<file path="src/hdl/yhbd_pkg.sv">
// Types, constants and helper functions of the box decoder
package yhbd_pkg;

  localparam int NumClasses = 80;
  localparam int NumAnchors = 3;
  localparam int LastChannel = 4 + NumClasses;
  localparam int QueueDepth = 2;

  // Register indexes on the configuration port
  typedef enum logic [2:0] {
    REG_CONF_THR = 3'd0,
    REG_PAD_X    = 3'd1,
    REG_PAD_Y    = 3'd2,
    REG_SCALE_X  = 3'd3,
    REG_SCALE_Y  = 3'd4
  } reg_e;

  // Sequencer steps of the decode engine
  typedef enum logic [3:0] {
    ST_IDLE, ST_OBJ, ST_CLS, ST_CONF, ST_CX, ST_CY, ST_SQW, ST_W,
    ST_SQH, ST_H, ST_X1, ST_PX, ST_PY, ST_PW, ST_PH, ST_OUT
  } step_e;

  typedef struct packed {
    logic [15:0] conf_thr;
    logic [9:0]  pad_x;
    logic [9:0]  pad_y;
    logic [15:0] scale_x;
    logic [15:0] scale_y;
  } cfg_t;

  // One finished proposal handed from the front to the decode engine
  typedef struct packed {
    logic signed [15:0] tx;
    logic signed [15:0] ty;
    logic signed [15:0] tw;
    logic signed [15:0] th;
    logic signed [15:0] obj;
    logic signed [15:0] best;
    logic signed [7:0]  cls;
    logic [1:0]         level;
    logic [6:0]         col;
    logic [6:0]         row;
    logic [1:0]         anc;
  } job_t;

  localparam logic [15:0] SigTab [17] = '{
    16'd32768, 16'd40793, 16'd47911, 16'd53581, 16'd57724, 16'd60565,
    16'd62428, 16'd63615, 16'd64357, 16'd64816, 16'd65097, 16'd65269,
    16'd65374, 16'd65438, 16'd65476, 16'd65500, 16'd65514
  };

  localparam logic [8:0] AnchorTab [3][3][2] = '{
    '{'{9'd10, 9'd13}, '{9'd16, 9'd30}, '{9'd33, 9'd23}},
    '{'{9'd30, 9'd61}, '{9'd62, 9'd45}, '{9'd59, 9'd119}},
    '{'{9'd116, 9'd90}, '{9'd156, 9'd198}, '{9'd373, 9'd326}}
  };

  // Sigmoid of a Q8.8 value to Q0.16 by table and linear interpolation
  function automatic logic [15:0] sig_q16(input logic signed [15:0] x);
    logic [15:0] a;
    logic [8:0]  i;
    logic [6:0]  f;
    logic [15:0] lo;
    logic [15:0] hi;
    logic [22:0] d;
    logic [15:0] y;
    a = x[15] ? 16'(-x) : 16'(x);
    i = a[15:7];
    f = a[6:0];
    if (i >= 9'd16) begin
      y = SigTab[16];
    end else begin
      lo = SigTab[{1'b0, i[3:0]}];
      hi = SigTab[5'({1'b0, i[3:0]} + 5'd1)];
      d  = 23'(hi - lo) * 23'(f);
      y  = lo + 16'(d >> 7);
    end
    return x[15] ? 16'(17'h10000 - 17'(y)) : y;
  endfunction

  function automatic logic [1:0] level_sat(input logic [1:0] level);
    return (level == 2'd3) ? 2'd2 : level;
  endfunction

  function automatic logic [2:0] stride_shift(input logic [1:0] level);
    logic [2:0] s;
    case (level_sat(level))
      2'd0:    s = 3'd3;
      2'd1:    s = 3'd4;
      default: s = 3'd5;
    endcase
    return s;
  endfunction

  function automatic logic [1:0] anchor_sat(input logic [1:0] anc);
    int a;
    a = int'(anc);
    if (a >= NumAnchors) a = NumAnchors - 1;
    if (a > 2) a = 2;
    return 2'(a);
  endfunction

  // Corner coordinate: shift right by 28 toward zero, saturate to 14 bits
  function automatic logic signed [13:0] sat_edge(input logic signed [50:0] p);
    logic signed [50:0] n;
    logic signed [50:0] q;
    n = -p;
    q = p[50] ? -(n >>> 28) : (p >>> 28);
    if (q < -51'sd8192) q = -51'sd8192;
    if (q > 51'sd8191) q = 51'sd8191;
    return q[13:0];
  endfunction

  // Box size: shift right by 28, clamp at zero, saturate at the 14-bit maximum
  function automatic logic [13:0] sat_size(input logic signed [50:0] p);
    logic signed [50:0] q;
    q = p >>> 28;
    if (q > 51'sd16383) q = 51'sd16383;
    if (q < 51'sd0) q = 51'sd0;
    return q[13:0];
  endfunction

endpackage

</file>
<file path="src/hdl/yhbd_queue.sv">
// Two-entry proposal queue between front and decode engine
module yhbd_queue (
  input  logic          clk_i,
  input  logic          rst_ni,
  input  logic          push_i,
  input  yhbd_pkg::job_t job_i,
  output logic          full_o,
  input  logic          pop_i,
  output logic          valid_o,
  output yhbd_pkg::job_t job_o
);
  import yhbd_pkg::*;

  job_t       mem_q [QueueDepth];
  logic       wr_ptr_q, wr_ptr_d;
  logic       rd_ptr_q, rd_ptr_d;
  logic [1:0] count_q, count_d;

  assign full_o  = (count_q == 2'(QueueDepth));
  assign valid_o = (count_q != 2'd0);
  assign job_o   = mem_q[rd_ptr_q];

  // Advance pointers and count
  always_comb begin
    wr_ptr_d = wr_ptr_q;
    rd_ptr_d = rd_ptr_q;
    count_d  = count_q;
    if (push_i) begin
      wr_ptr_d = ~wr_ptr_q;
    end
    if (pop_i) begin
      rd_ptr_d = ~rd_ptr_q;
    end
    if (push_i && !pop_i) begin
      count_d = count_q + 2'd1;
    end else if (!push_i && pop_i) begin
      count_d = count_q - 2'd1;
    end
  end

  always_ff @(posedge clk_i or negedge rst_ni) begin
    if (!rst_ni) begin
      wr_ptr_q <= 1'b0;
      rd_ptr_q <= 1'b0;
      count_q  <= 2'd0;
    end else begin
      wr_ptr_q <= wr_ptr_d;
      rd_ptr_q <= rd_ptr_d;
      count_q  <= count_d;
    end
  end

  // Store the pushed proposal
  always_ff @(posedge clk_i) begin
    if (push_i) begin
      mem_q[wr_ptr_q] <= job_i;
    end
  end

endmodule

</file>
<file path="src/hdl/yhbd_front.sv">
// Front: accepts channel values, keeps per-proposal state, emits jobs
module yhbd_front (
  input  logic               clk_i,
  input  logic               rst_ni,
  input  logic               in_valid_i,
  output logic               in_stall_o,
  input  logic [1:0]         scale_level_i,
  input  logic [6:0]         grid_col_i,
  input  logic [6:0]         grid_row_i,
  input  logic [1:0]         anchor_index_i,
  input  logic [6:0]         channel_i,
  input  logic signed [15:0] logit_i,
  input  logic               q_full_i,
  output logic               push_o,
  output yhbd_pkg::job_t      job_o
);
  import yhbd_pkg::*;

  logic signed [15:0] box_q [4];
  logic signed [15:0] obj_q;
  logic signed [15:0] best_q, best_d;
  logic signed [7:0]  cls_q, cls_d;
  logic               accept;
  logic [8:0]         ch9;

  assign in_stall_o = q_full_i;
  assign accept     = in_valid_i && !q_full_i;
  assign ch9        = {2'b00, channel_i};

  // Track the best class logit
  always_comb begin
    best_d = best_q;
    cls_d  = cls_q;
    if (ch9 >= 9'd5 && ch9 <= 9'(LastChannel)) begin
      if (ch9 == 9'd5) begin
        best_d = (logit_i > 16'sd0) ? logit_i : 16'sd0;
        cls_d  = (logit_i > 16'sd0) ? 8'sd0 : -8'sd1;
      end else if (logit_i > best_q) begin
        best_d = logit_i;
        cls_d  = 8'(channel_i - 7'd5);
      end
    end
  end

  always_ff @(posedge clk_i or negedge rst_ni) begin
    if (!rst_ni) begin
      for (int k = 0; k < 4; k++) box_q[k] <= '0;
      obj_q  <= '0;
      best_q <= '0;
      cls_q  <= -8'sd1;
    end else if (accept) begin
      if (ch9 < 9'd4) begin
        box_q[channel_i[1:0]] <= logit_i;
      end
      if (ch9 == 9'd4) begin
        obj_q <= logit_i;
      end
      best_q <= best_d;
      cls_q  <= cls_d;
    end
  end

  // Hand off a proposal on its last class channel
  assign push_o = accept && (ch9 == 9'(LastChannel));
  always_comb begin
    job_o.tx    = box_q[0];
    job_o.ty    = box_q[1];
    job_o.tw    = box_q[2];
    job_o.th    = box_q[3];
    job_o.obj   = obj_q;
    job_o.best  = best_d;
    job_o.cls   = cls_d;
    job_o.level = scale_level_i;
    job_o.col   = grid_col_i;
    job_o.row   = grid_row_i;
    job_o.anc   = anchor_index_i;
  end

endmodule

</file>
<file path="src/hdl/yhbd_back.sv">
// Decode engine: thresholds, box decode and rescale on one shared multiplier
module yhbd_back (
  input  logic               clk_i,
  input  logic               rst_ni,
  input  yhbd_pkg::cfg_t      cfg_i,
  input  logic               q_valid_i,
  input  yhbd_pkg::job_t      q_job_i,
  output logic               q_pop_o,
  output logic               out_valid_o,
  input  logic               out_stall_i,
  output logic signed [13:0] box_left_o,
  output logic signed [13:0] box_top_o,
  output logic [13:0]        box_width_o,
  output logic [13:0]        box_height_o,
  output logic signed [7:0]  class_id_o,
  output logic [15:0]        confidence_o
);
  import yhbd_pkg::*;

  step_e              state_q, state_d;
  job_t               job_q;
  logic [15:0]        so_q;
  logic [15:0]        conf_q;
  logic signed [31:0] cx_q, cy_q, x1_q, y1_q;
  logic [17:0]        sq_q;
  logic [27:0]        w_q, h_q;
  logic signed [13:0] left_q, top_q;
  logic [13:0]        wid_q, hgt_q;
  logic               out_valid_q;
  logic signed [13:0] out_left_q, out_top_q;
  logic [13:0]        out_wid_q, out_hgt_q;
  logic signed [7:0]  out_cls_q;
  logic [15:0]        out_conf_q;

  logic signed [15:0] sig_in;
  logic [15:0]        sig_out;
  logic signed [32:0] mul_a;
  logic signed [17:0] mul_b;
  logic signed [50:0] prod;
  logic [6:0]         coord;
  logic signed [24:0] cval;
  logic [1:0]         anc;
  logic [1:0]         lvl;
  logic               out_free;
  logic               load_out;

  assign lvl      = level_sat(job_q.level);
  assign anc      = anchor_sat(job_q.anc);
  assign out_free = !out_valid_q || !out_stall_i;
  assign load_out = (state_q == ST_OUT) && out_free;
  assign q_pop_o  = (state_q == ST_IDLE) && q_valid_i;

  // Select the sigmoid operand for this step
  always_comb begin
    case (state_q)
      ST_OBJ:  sig_in = job_q.obj;
      ST_CLS:  sig_in = job_q.best;
      ST_CONF: sig_in = job_q.tx;
      ST_CX:   sig_in = job_q.tx;
      ST_CY:   sig_in = job_q.ty;
      ST_SQW:  sig_in = job_q.tw;
      ST_SQH:  sig_in = job_q.th;
      default: sig_in = job_q.tx;
    endcase
  end
  assign sig_out = sig_q16(sig_in);

  // Select multiplier operands for this step
  always_comb begin
    case (state_q)
      ST_CLS: begin
        mul_a = 33'(so_q);
        mul_b = 18'(sig_out);
      end
      ST_SQW, ST_SQH: begin
        mul_a = 33'({sig_out, 1'b0});
        mul_b = 18'({sig_out, 1'b0});
      end
      ST_W: begin
        mul_a = 33'(sq_q);
        mul_b = 18'(AnchorTab[lvl][anc][0]);
      end
      ST_H: begin
        mul_a = 33'(sq_q);
        mul_b = 18'(AnchorTab[lvl][anc][1]);
      end
      ST_PX: begin
        mul_a = 33'(x1_q);
        mul_b = 18'(cfg_i.scale_x);
      end
      ST_PY: begin
        mul_a = 33'(y1_q);
        mul_b = 18'(cfg_i.scale_y);
      end
      ST_PW: begin
        mul_a = 33'(w_q);
        mul_b = 18'(cfg_i.scale_x);
      end
      ST_PH: begin
        mul_a = 33'(h_q);
        mul_b = 18'(cfg_i.scale_y);
      end
      default: begin
        mul_a = '0;
        mul_b = '0;
      end
    endcase
  end
  assign prod = 51'(mul_a) * 51'(mul_b);

  // Center offset within the grid, before the stride
  assign coord = (state_q == ST_CY) ? job_q.row : job_q.col;
  assign cval  = $signed(25'({sig_out, 1'b0})) - 25'sd32768
               + $signed({2'b00, coord, 16'h0000});

  // Step through the decode
  always_comb begin
    state_d = state_q;
    case (state_q)
      ST_IDLE: if (q_valid_i) state_d = ST_OBJ;
      ST_OBJ:  state_d = (sig_out < cfg_i.conf_thr) ? ST_IDLE : ST_CLS;
      ST_CLS:  state_d = ST_CONF;
      ST_CONF: state_d = (conf_q < cfg_i.conf_thr) ? ST_IDLE : ST_CX;
      ST_CX:   state_d = ST_CY;
      ST_CY:   state_d = ST_SQW;
      ST_SQW:  state_d = ST_W;
      ST_W:    state_d = ST_SQH;
      ST_SQH:  state_d = ST_H;
      ST_H:    state_d = ST_X1;
      ST_X1:   state_d = ST_PX;
      ST_PX:   state_d = ST_PY;
      ST_PY:   state_d = ST_PW;
      ST_PW:   state_d = ST_PH;
      ST_PH:   state_d = ST_OUT;
      ST_OUT:  if (out_free) state_d = ST_IDLE;
      default: state_d = ST_IDLE;
    endcase
  end

  always_ff @(posedge clk_i or negedge rst_ni) begin
    if (!rst_ni) begin
      state_q     <= ST_IDLE;
      out_valid_q <= 1'b0;
    end else begin
      state_q <= state_d;
      if (load_out) begin
        out_valid_q <= 1'b1;
      end else if (!out_stall_i) begin
        out_valid_q <= 1'b0;
      end
    end
  end

  // Datapath registers
  always_ff @(posedge clk_i) begin
    if (q_pop_o) job_q <= q_job_i;
    case (state_q)
      ST_OBJ:  so_q   <= sig_out;
      ST_CLS:  conf_q <= prod[31:16];
      ST_CX:   cx_q   <= 32'(cval) <<< stride_shift(job_q.level);
      ST_CY:   cy_q   <= 32'(cval) <<< stride_shift(job_q.level);
      ST_SQW:  sq_q   <= prod[33:16];
      ST_W:    w_q    <= prod[27:0];
      ST_SQH:  sq_q   <= prod[33:16];
      ST_H:    h_q    <= prod[27:0];
      ST_X1: begin
        x1_q <= cx_q - $signed({5'b0, w_q[27:1]})
              - $signed({6'b0, cfg_i.pad_x, 16'h0000});
        y1_q <= cy_q - $signed({5'b0, h_q[27:1]})
              - $signed({6'b0, cfg_i.pad_y, 16'h0000});
      end
      ST_PX:   left_q <= sat_edge(prod);
      ST_PY:   top_q  <= sat_edge(prod);
      ST_PW:   wid_q  <= sat_size(prod);
      ST_PH:   hgt_q  <= sat_size(prod);
      default: ;
    endcase
    if (load_out) begin
      out_left_q <= left_q;
      out_top_q  <= top_q;
      out_wid_q  <= wid_q;
      out_hgt_q  <= hgt_q;
      out_cls_q  <= job_q.cls;
      out_conf_q <= conf_q;
    end
  end

  assign out_valid_o  = out_valid_q;
  assign box_left_o   = out_left_q;
  assign box_top_o    = out_top_q;
  assign box_width_o  = out_wid_q;
  assign box_height_o = out_hgt_q;
  assign class_id_o   = out_cls_q;
  assign confidence_o = out_conf_q;

endmodule

</file>
<file path="src/hdl/yolo_head_box_decode.sv">
// A kept box is presented after its last class channel is taken and the proposal
// has passed the queue and engine. Throughput: one channel value per cycle while
// the two-entry queue has room; the engine takes one proposal at a time, ends a
// dropped one early at a threshold check and waits while the output is stalled.
// Reset: asynchronous, active low; clears control and the proposal state and
// loads the register defaults. No memory clearing pass.
module yolo_head_box_decode (
  input  logic               clk_i,
  input  logic               rst_ni,
  input  logic               psel,
  input  logic               penable,
  input  logic               pwrite,
  input  logic [4:0]         paddr,
  input  logic [31:0]        pwdata,
  output logic [31:0]        prdata,
  output logic               pready,
  input  logic               in_valid_i,
  output logic               in_stall_o,
  input  logic [1:0]         scale_level_i,
  input  logic [6:0]         grid_col_i,
  input  logic [6:0]         grid_row_i,
  input  logic [1:0]         anchor_index_i,
  input  logic [6:0]         channel_i,
  input  logic signed [15:0] logit_i,
  output logic               out_valid_o,
  input  logic               out_stall_i,
  output logic signed [13:0] box_left_o,
  output logic signed [13:0] box_top_o,
  output logic [13:0]        box_width_o,
  output logic [13:0]        box_height_o,
  output logic signed [7:0]  class_id_o,
  output logic [15:0]        confidence_o
);
  import yhbd_pkg::*;

  cfg_t cfg_q;
  job_t push_job, q_job;
  logic push, q_full, q_valid, q_pop;
  logic wr_en;
  reg_e idx;

  assign pready = 1'b1;
  assign wr_en  = psel && penable && pwrite;
  assign idx    = reg_e'(paddr[4:2]);

  // Write configuration registers
  always_ff @(posedge clk_i or negedge rst_ni) begin
    if (!rst_ni) begin
      cfg_q.conf_thr <= 16'd32768;
      cfg_q.pad_x    <= 10'd0;
      cfg_q.pad_y    <= 10'd0;
      cfg_q.scale_x  <= 16'd4096;
      cfg_q.scale_y  <= 16'd4096;
    end else if (wr_en) begin
      case (idx)
        REG_CONF_THR: cfg_q.conf_thr <= pwdata[15:0];
        REG_PAD_X:    cfg_q.pad_x    <= pwdata[9:0];
        REG_PAD_Y:    cfg_q.pad_y    <= pwdata[9:0];
        REG_SCALE_X:  cfg_q.scale_x  <= pwdata[15:0];
        REG_SCALE_Y:  cfg_q.scale_y  <= pwdata[15:0];
        default: ;
      endcase
    end
  end

  // Read back configuration registers
  always_comb begin
    case (idx)
      REG_CONF_THR: prdata = 32'(cfg_q.conf_thr);
      REG_PAD_X:    prdata = 32'(cfg_q.pad_x);
      REG_PAD_Y:    prdata = 32'(cfg_q.pad_y);
      REG_SCALE_X:  prdata = 32'(cfg_q.scale_x);
      REG_SCALE_Y:  prdata = 32'(cfg_q.scale_y);
      default:      prdata = '0;
    endcase
  end

  yhbd_front u_front (
    .clk_i,
    .rst_ni,
    .in_valid_i,
    .in_stall_o,
    .scale_level_i,
    .grid_col_i,
    .grid_row_i,
    .anchor_index_i,
    .channel_i,
    .logit_i,
    .q_full_i (q_full),
    .push_o   (push),
    .job_o    (push_job)
  );

  yhbd_queue u_queue (
    .clk_i,
    .rst_ni,
    .push_i  (push),
    .job_i   (push_job),
    .full_o  (q_full),
    .pop_i   (q_pop),
    .valid_o (q_valid),
    .job_o   (q_job)
  );

  yhbd_back u_back (
    .clk_i,
    .rst_ni,
    .cfg_i     (cfg_q),
    .q_valid_i (q_valid),
    .q_job_i   (q_job),
    .q_pop_o   (q_pop),
    .out_valid_o,
    .out_stall_i,
    .box_left_o,
    .box_top_o,
    .box_width_o,
    .box_height_o,
    .class_id_o,
    .confidence_o
  );

endmodule

</file>
<file path="config.mk">
export PLATFORM = sky130hd
export DESIGN_NAME = yolo_head_box_decode
export DESIGN_NICKNAME = d
export VERILOG_FILES = /design/src/hdl/yhbd_pkg.sv /design/src/hdl/yhbd_queue.sv /design/src/hdl/yhbd_front.sv /design/src/hdl/yhbd_back.sv /design/src/hdl/yolo_head_box_decode.sv
export SDC_FILE = /design/constraint.sdc
export NUM_CORES = 2
export LEC_CHECK = 0
export ABC_CLOCK_PERIOD_IN_PS = 41600
export BUFFER_PORTS_ARGS = -buffer_cell sky130_fd_sc_hd__buf_2
export CORE_UTILIZATION = 55
export DETAILED_ROUTE_END_ITERATION = 10
export HOLD_SLACK_MARGIN = 0.03
export PLACE_DENSITY = 0.72
export SYNTH_ARGS = -nofsm -noshare
export SYNTH_HDL_FRONTEND = slang
export SYNTH_SLANG_ARGS = --single-unit
export TNS_END_PERCENT = 100
</file>
<file path="constraint.sdc">
create_clock -name clk_i -period 41.6 [get_ports clk_i]
set_input_delay 4.16 -clock clk_i [delete_from_list [all_inputs] [get_ports clk_i]]
set_output_delay 4.16 -clock clk_i [all_outputs]
set_load 0.005 [all_outputs]
</file>
# After elaboration in Yosys (flattened, before gate mapping)
# Memories as Yosys holds them, arrays and structs flattened. A register that Yosys moved wholly into a read port is not among the register bits.
# Cells that the tools add are included.
# op_classes
muxes	53
reduce_logical	33
eq_ne	28
addsub	16
n_mul	2
shift	2
bitwise	7
order_cmp	22
# op_table
cell	count
two-way mux 51 bit	7
case mux 33 bit (7 select lines)	1
two-way mux 16 bit	12
case mux 16 bit (5 select lines)	2
binary-select mux 54 bit (select 2 bit)	1
two-way mux 54 bit	2
> comparator 51 x 14 -> 1 bit (second input constant)	2
< comparator 51 x 1 -> 1 bit (second input constant)	2
case mux 17 bit (6 select lines)	1
bitwise mux 64 bit	1
case mux 4 bit (16 select lines)	1
<<< shifter 25 x 3 -> 32 bit	2
subtractor 32 x 27 -> 32 bit	2
subtractor 32 x 28 -> 32 bit	2
< comparator 51 x 14 -> 1 bit (second input constant)	1
multiplier 33 x 18 -> 51 bit	1
negation 23 -> 51 bit	1
negation 51 bit	1
binary-select mux 18 bit (select 2 bit)	1
two-way mux 18 bit	2
demux 16 bit (select 2 bit)	1
equality test 4 bit (second input constant)	8
< comparator 16 bit	2
two-way mux 8 bit	4
other kinds (53)	103
# totals
regBits	551
out_inout_bits	115
ram_bits	244
n_memories	3
wordCells	202
rom_bits	1024
in_bits	85
# memory_table
memory	depth	word_bits	rd	rd_ports_with_merged_regs	write_ports	line	rtl
(no name shown)	32	16	1	0	0	yhbd_pkg.sv:74	lo = SigTab[{1'b0, i[3:0]}];
(no name shown)	32	16	1	0	0	yhbd_pkg.sv:75	hi = SigTab[5'({1'b0, i[3:0]} + 5'd1)];
u_queue.mem_q	2	122	1	1	1	yhbd_queue.sv:14	job_t mem_q [QueueDepth];

# Depth between registers and ports, before layout
# depth
word_depth	24
depth_mapped	102
mapped_depth_nobuf	93

# Cells and area by module
# Synthesis repeated with hierarchy kept, for this count alone.
# unflattened
hier_cells	6031
hier_area_um2	67212.0
# modules_own_cells
mod	cells_per_inst	n_inst	seq_area_each_um2	area_per_inst_um2
yhbd_back	4990	1	14839.2	49600.1
yhbd_queue	396	1	7427.1	9282.7
yhbd_front	409	1	2612.5	5058.6
yolo_head_box_decode	236	1	1705.4	3270.6

# Least setup slack after synthesis
# No wires, ideal clock.
# synth_path
path_type	register to register
startpoint	reg u_back.state_q[0]
endpoint	reg u_back.left_q[0] (data pin)
period_less_slack_ps	22902
required_time_ps	41322
n_path_buf	9
stages_incl_launch_ff	95
arrival_ps	22624
slack_ps	18698
setup_ps	278
path_cell_list	dfrtp_1 > buf_2 > buf_2 > buf_2 > clkbuf_1 > and4b_1 > o21ai_0 > nand4_1 > clkbuf_1 > inv_1 > ha_1 > inv_1 > or4b_4 > o31ai_1 > xor2_1 > inv_1 > ha_1 > inv_1 > [59 not listed] > or3_1 > a2111oi_1 > nand4bb_1 > or4_4 > or4_4 > o211a_1 > or4_1 > buf_2 > or4_1 > xor2_1 > nor4b_1 > nand4_1 > ha_1 > a221o_1 > nand4b_4 > o41ai_4 > buf_6 > o21ai_2
# synth_via
elab_chain_len	24
elab_cells_between_ends	44
classes_between	7 x add/sub; 2 x mul; 3 x order compare; 11 x eq/ne; 13 x mux; 2 x bitwise; 4 x reduce/logical; 2 x memory
# synth_rtl
item	line	rtl
from (decl)	yhbd_back.sv:20	step_e state_q, state_d;
from (signal assigned)	yhbd_back.sv:145	state_q <= state_d;
equality test 4 bit, or another cell as far along	yhbd_back.sv:55	case (state_q)
case mux 16 bit (5 select lines) (*)	yhbd_back.sv:55	
negation 16 bit	yhbd_pkg.sv:68	a = x[15] ? 16'(-x) : 16'(x);
two-way mux 16 bit	yhbd_pkg.sv:68	
adder 4 x 1 -> 5 bit	yhbd_pkg.sv:75	
inverter 5 -> 6 bit (implied by the code)	yhbd_pkg.sv:75	
memory read (32 x 16 bit)	n/a	
two-way mux 16 bit (implied by the code) (2 in series)	yhbd_pkg.sv:75	
[6 not listed]	n/a	
via u_back.sig_out[15]	yhbd_back.sv:36	logic [15:0] sig_out;
[1 not listed]	n/a	
multiplier 33 x 18 -> 51 bit (*)	yhbd_back.sv:109	assign prod = 51'(mul_a) * 51'(mul_b);
negation 51 bit	yhbd_pkg.sv:108	n = -p;
negation 23 -> 51 bit	yhbd_pkg.sv:109	q = p[50] ? -(n >>> 28) : (p >>> 28);
two-way mux 51 bit (*)	yhbd_pkg.sv:109	
< comparator 51 x 14 -> 1 bit	yhbd_pkg.sv:110	if (q < -51'sd8192) q = -51'sd8192;
two-way mux 51 bit (*)	yhbd_pkg.sv:110	
two-way mux 51 bit (*)	yhbd_back.sv:157	case (state_q)
> comparator 51 x 14 -> 1 bit	yhbd_pkg.sv:111	if (q > 51'sd8191) q = 51'sd8191;
to (signal assigned)	yhbd_back.sv:172	ST_PX: left_q <= sat_edge(prod);
to (decl)	yhbd_back.sv:27	logic signed [13:0] left_q, top_q;
# Mark *: on every way through the listed nets, which the timed path passes. The rest lies on a longest branch. The select of a mux whose other input is x is not followed.
# A chain may end at the register's enable or synchronous reset.

# Worst setup path after layout
# layout_path
startpoint	reg u_back.state_q[1]
endpoint	reg u_back.top_q[13] (data pin)
# layout_via
elab_chain_len	24
elab_cells_between_ends	44
classes_between	7 x add/sub; 2 x mul; 3 x order compare; 11 x eq/ne; 13 x mux; 2 x bitwise; 4 x reduce/logical; 2 x memory
# layout_rtl
item	line	rtl
equality test 4 bit, or another cell as far along	yhbd_back.sv:55	
case mux 16 bit (5 select lines) (*)	yhbd_back.sv:55	
negation 16 bit	yhbd_pkg.sv:68	
two-way mux 16 bit	yhbd_pkg.sv:68	
adder 4 x 1 -> 5 bit	yhbd_pkg.sv:75	
inverter 5 -> 6 bit (implied by the code)	yhbd_pkg.sv:75	
memory read (32 x 16 bit)	n/a	
two-way mux 16 bit (implied by the code) (2 in series)	yhbd_pkg.sv:75	
[6 not listed]	n/a	
via u_back.sig_out[15]	yhbd_back.sv:36	
[1 not listed]	n/a	
multiplier 33 x 18 -> 51 bit (*)	yhbd_back.sv:109	
negation 51 bit	yhbd_pkg.sv:108	
negation 23 -> 51 bit	yhbd_pkg.sv:109	
two-way mux 51 bit (*)	yhbd_pkg.sv:109	
< comparator 51 x 14 -> 1 bit	yhbd_pkg.sv:110	
two-way mux 51 bit (*)	yhbd_pkg.sv:110	
two-way mux 51 bit (*)	yhbd_back.sv:157	
> comparator 51 x 14 -> 1 bit	yhbd_pkg.sv:111	
to (signal assigned)	yhbd_back.sv:173	ST_PY: top_q <= sat_edge(prod);
to (decl)	yhbd_back.sv:27	
# Marks and branches as above.

==> key figures <==
Layout
  – Area grow syn2layout: 9.344%
  – Commonest non-fill, non-tap cell in the layout: inv_1
  – Final core occ: 60.99%
  – Most frequent cells in the layout: inv_1, edfxtp_1, fa_1
  – Layout Nets: 7165
  – Share of layout cells above drive strength 1: 12.60%
  – Fill count: 9530

Route
  – Antenna violation net count after detailed routing: 0
  – DR iter-0 viols: 4999
  – WL/cell: 23.50 µm
  – Total Routed Length: 183300 µm
  – # DRC: 0
  – Vias/cell: 5.972
  – DRT Pass-1 Iters: 9
  – DR vias: 46590

Floorplan
  – I/O Pins: 200
  – Rows: 126
  – Die Width: 349.0 µm
  – Placeable Area: 118700 µm²
  – Total die area: 121800 µm²
  – Die height: 349.0 µm
  – Initial Utilization: 55.78%

Worst setup path
  – CP Data Required Time: 42050 ps
  – Critical path startpoint category: register
  – FF-to-FF End: u_back.top_q[13]
  – WP data arrival: 29690 ps
  – Cell with the largest stage delay on the worst path: nand4_1
  – Path depth of the worst reg2reg path: 87
  – Setup crit end kind: register
  – Crit Path Max Fanout: 47
  – Worst R2R Setup Slack: 12360 ps
  – Crit-path max cell delay: 1130 ps
  – Most frequent CP cell: fa_1
  – Reg2reg start: u_back.state_q[1]
  – Crit Path Category: reg2reg

Worst hold path
  – WHS Path Cells: 0
  – WHS Endpoint: u_back.box_top_o[12]
  – Hold Path Origin: u_back.top_q[12]
  – Hold Crit Class: reg2reg

Timing
  – Worst Max-Slew Pin Slew: 1408 ps
  – RSZ-0062 raised after global routing: false
  – Max_slew headroom: 5.841%
  – Max Slew Vio Count: 0
  – Clock Skews: 105.9 ps
  – Setup tns final: 0 ps
  – Final hold vios: 0
  – Setup Viol. Count Final: 0
  – Fin crit period: 29240 ps
  – Period utilization: 70.28%
  – Fmax: 34.20 MHz

Clocking
  – CTS root buf: clkbuf_16
  – Clock Latency Late Sink: 760 ps
  – Setup bufs post-CTS: 0
  – TritonCTS Buffers: 94
  – Clock slew at reported path FFs: 60 ps
  – # hold bufs at CTS: 0
  – CTS sink cnt: 915
  – CTS tree: built
  – Post-CTS Resized: 0
  – CTS max path bufs: 3
  – Max H-tree Level: 3

Synthesis
  – Asr flop ratio synth: 19.78%
  – Synthesized area: 66210 µm²
  – Distinct cells, synth: 102
  – Synth Flop Type: edfxtp_1
  – Ys Warns: 0
  – Cells after Synth: 5962
  – Syn avg cell area: 11.11 µm²
  – Sequential area share after synthesis: 40.15%
  – Yosys reg bits: 915
  – EDFF count, synth: 734

GRT
  – Largest net degree at the start of global routing: 113
  – GRT Total Usage: 30.72%
  – Vias in the first global route: 47240
  – Total congestion overflow: 0
  – First-pass GRT wire length: 281600 µm
  – Initial antenna violation count: 24

Outcome
  – Outcome: finished, final reports clean

Place
  – Gp weighted congestion: 0.9547
  – IO buf count: 164
  – Detail Placement HPWL: 134000 µm

Flow run
  – Max_cap viols: 0
[metrics by stage]
step	instances	cell area [µm²]	hold slack, ps	setup WS, ps
finish	7801	72400	416.8	12360
CTS	7791	72370	418.4	12650
detailed placement	7616	69100	404.5	12780
floorplan	6000	66350	400.3	18700
global route	7795	72380	421.8	10870
global placement	7616	69100	401.9	13000
[critical path, delay by kind of cell (launching register included)]
| kind | cells | cell delay [ps] |
|---|---|---|
| buffers and inverters | 12 | 1910 |
| DFF | 1 | 320 |
| AOI/OAI and AO/OA | 25 | 8180 |
| and+or+nand+nor | 25 | 7830 |
| xor gates and xnor gates | 6 | 2130 |
| adders and majority gates | 19 | 8550 |
[cell type report]
type	count	area [µm²]	area share, %
Inverter	882	3313	4.576
Clock inverter	52	730.7	1.009
Tap cell	1600	2002	2.765
Multi-Input combinational cell	3954	35610	49.19
Sequential cell	915	26590	36.72
Antenna cell	10	25.02	0.03456
Timing Repair Buffer	265	1588	2.193
Clock buffer	123	2541	3.510
[cell families (layout without fill, tap and decap cells)]
group / Yosys count / after routing / share of synthesized area (%)
and+or+nand+nor: 1522 / 1522 / 10.77
buffers and inverters: 1131 / 1322 / 6.563
adders and majority gates: 968 / 968 / 25.48
AOI/OAI and AO/OA: 921 / 921 / 9.265
DFF: 915 / 915 / 40.15
muxes: 309 / 309 / 5.170
xor gates and xnor gates: 194 / 194 / 2.587
other: 2 / 50 / 0.01134
[flip-flops by register name, indices dropped and copies added, names as in the netlist, 14 cells and up]
name and cells:
u_back.cy_q 31, u_back.x1_q 32, u_back.box_left_o 14, u_back.top_q 14, u_back.hgt_q 14, u_back.box_top_o 14, u_back.w_q 28, u_front.job_o 64
u_back.cx_q 31, u_back.y1_q 32, u_front.obj_q 16, u_back.left_q 14, u_queue.mem_q 244, u_back.confidence_o 16, u_back.box_height_o 14, u_back.job_q 122
u_back.sq_q 18, cfg_q 68, u_back.box_width_o 14, u_back.wid_q 14, u_back.h_q 28, u_back.conf_q 16, u_back.so_q 16, u_front.best_q 16
[metal layers]
metal  GRT usage, %  routed length (µm)
met1          41.90               72560
met3          8.473               21160
met4          9.953                6128
met2          47.72               83310
met5              0                 136
[worst max path at each step]
stage	startpoint	end	slack, ps	cells past startpoint
detailed placement	u_back.state_q[3]	u_back.left_q[13]	12780	87
global placement	u_back.state_q[2]	u_back.left_q[13]	13000	85
floorplan	u_back.state_q[0]	u_back.left_q[0]	18700	94
finish	u_back.state_q[1]	u_back.top_q[13]	12360	87
global route	u_back.state_q[1]	u_back.left_q[13]	10870	88
CTS	u_back.state_q[2]	u_back.left_q[13]	12650	87
[cell usage after synthesis (45+ instances only)]
cell	n	area, µm²
xor2_1	51	446.7
inv_1	880	3303
nand3_1	58	290.3
clkbuf_1	199	747.0
ha_1	334	4179
edfxtp_1	734	22040
a21o_1	58	435.4
nor2b_1	47	294.0
and2_1	57	356.6
nand2_1	634	2380
a21oi_1	227	1136
mux2_2	264	2973
o21ai_0	205	1026
dfrtp_1	170	4254
fa_1	634	12690
a22oi_1	77	578.1
mux2i_1	45	450.4
nand2b_1	65	406.6
xnor2_1	142	1244
nor2_1	365	1370
nor3_1	60	300.3
Power is not shown: default switching activity piles up to over one toggle a cycle in this logic, so the estimate is an artifact.
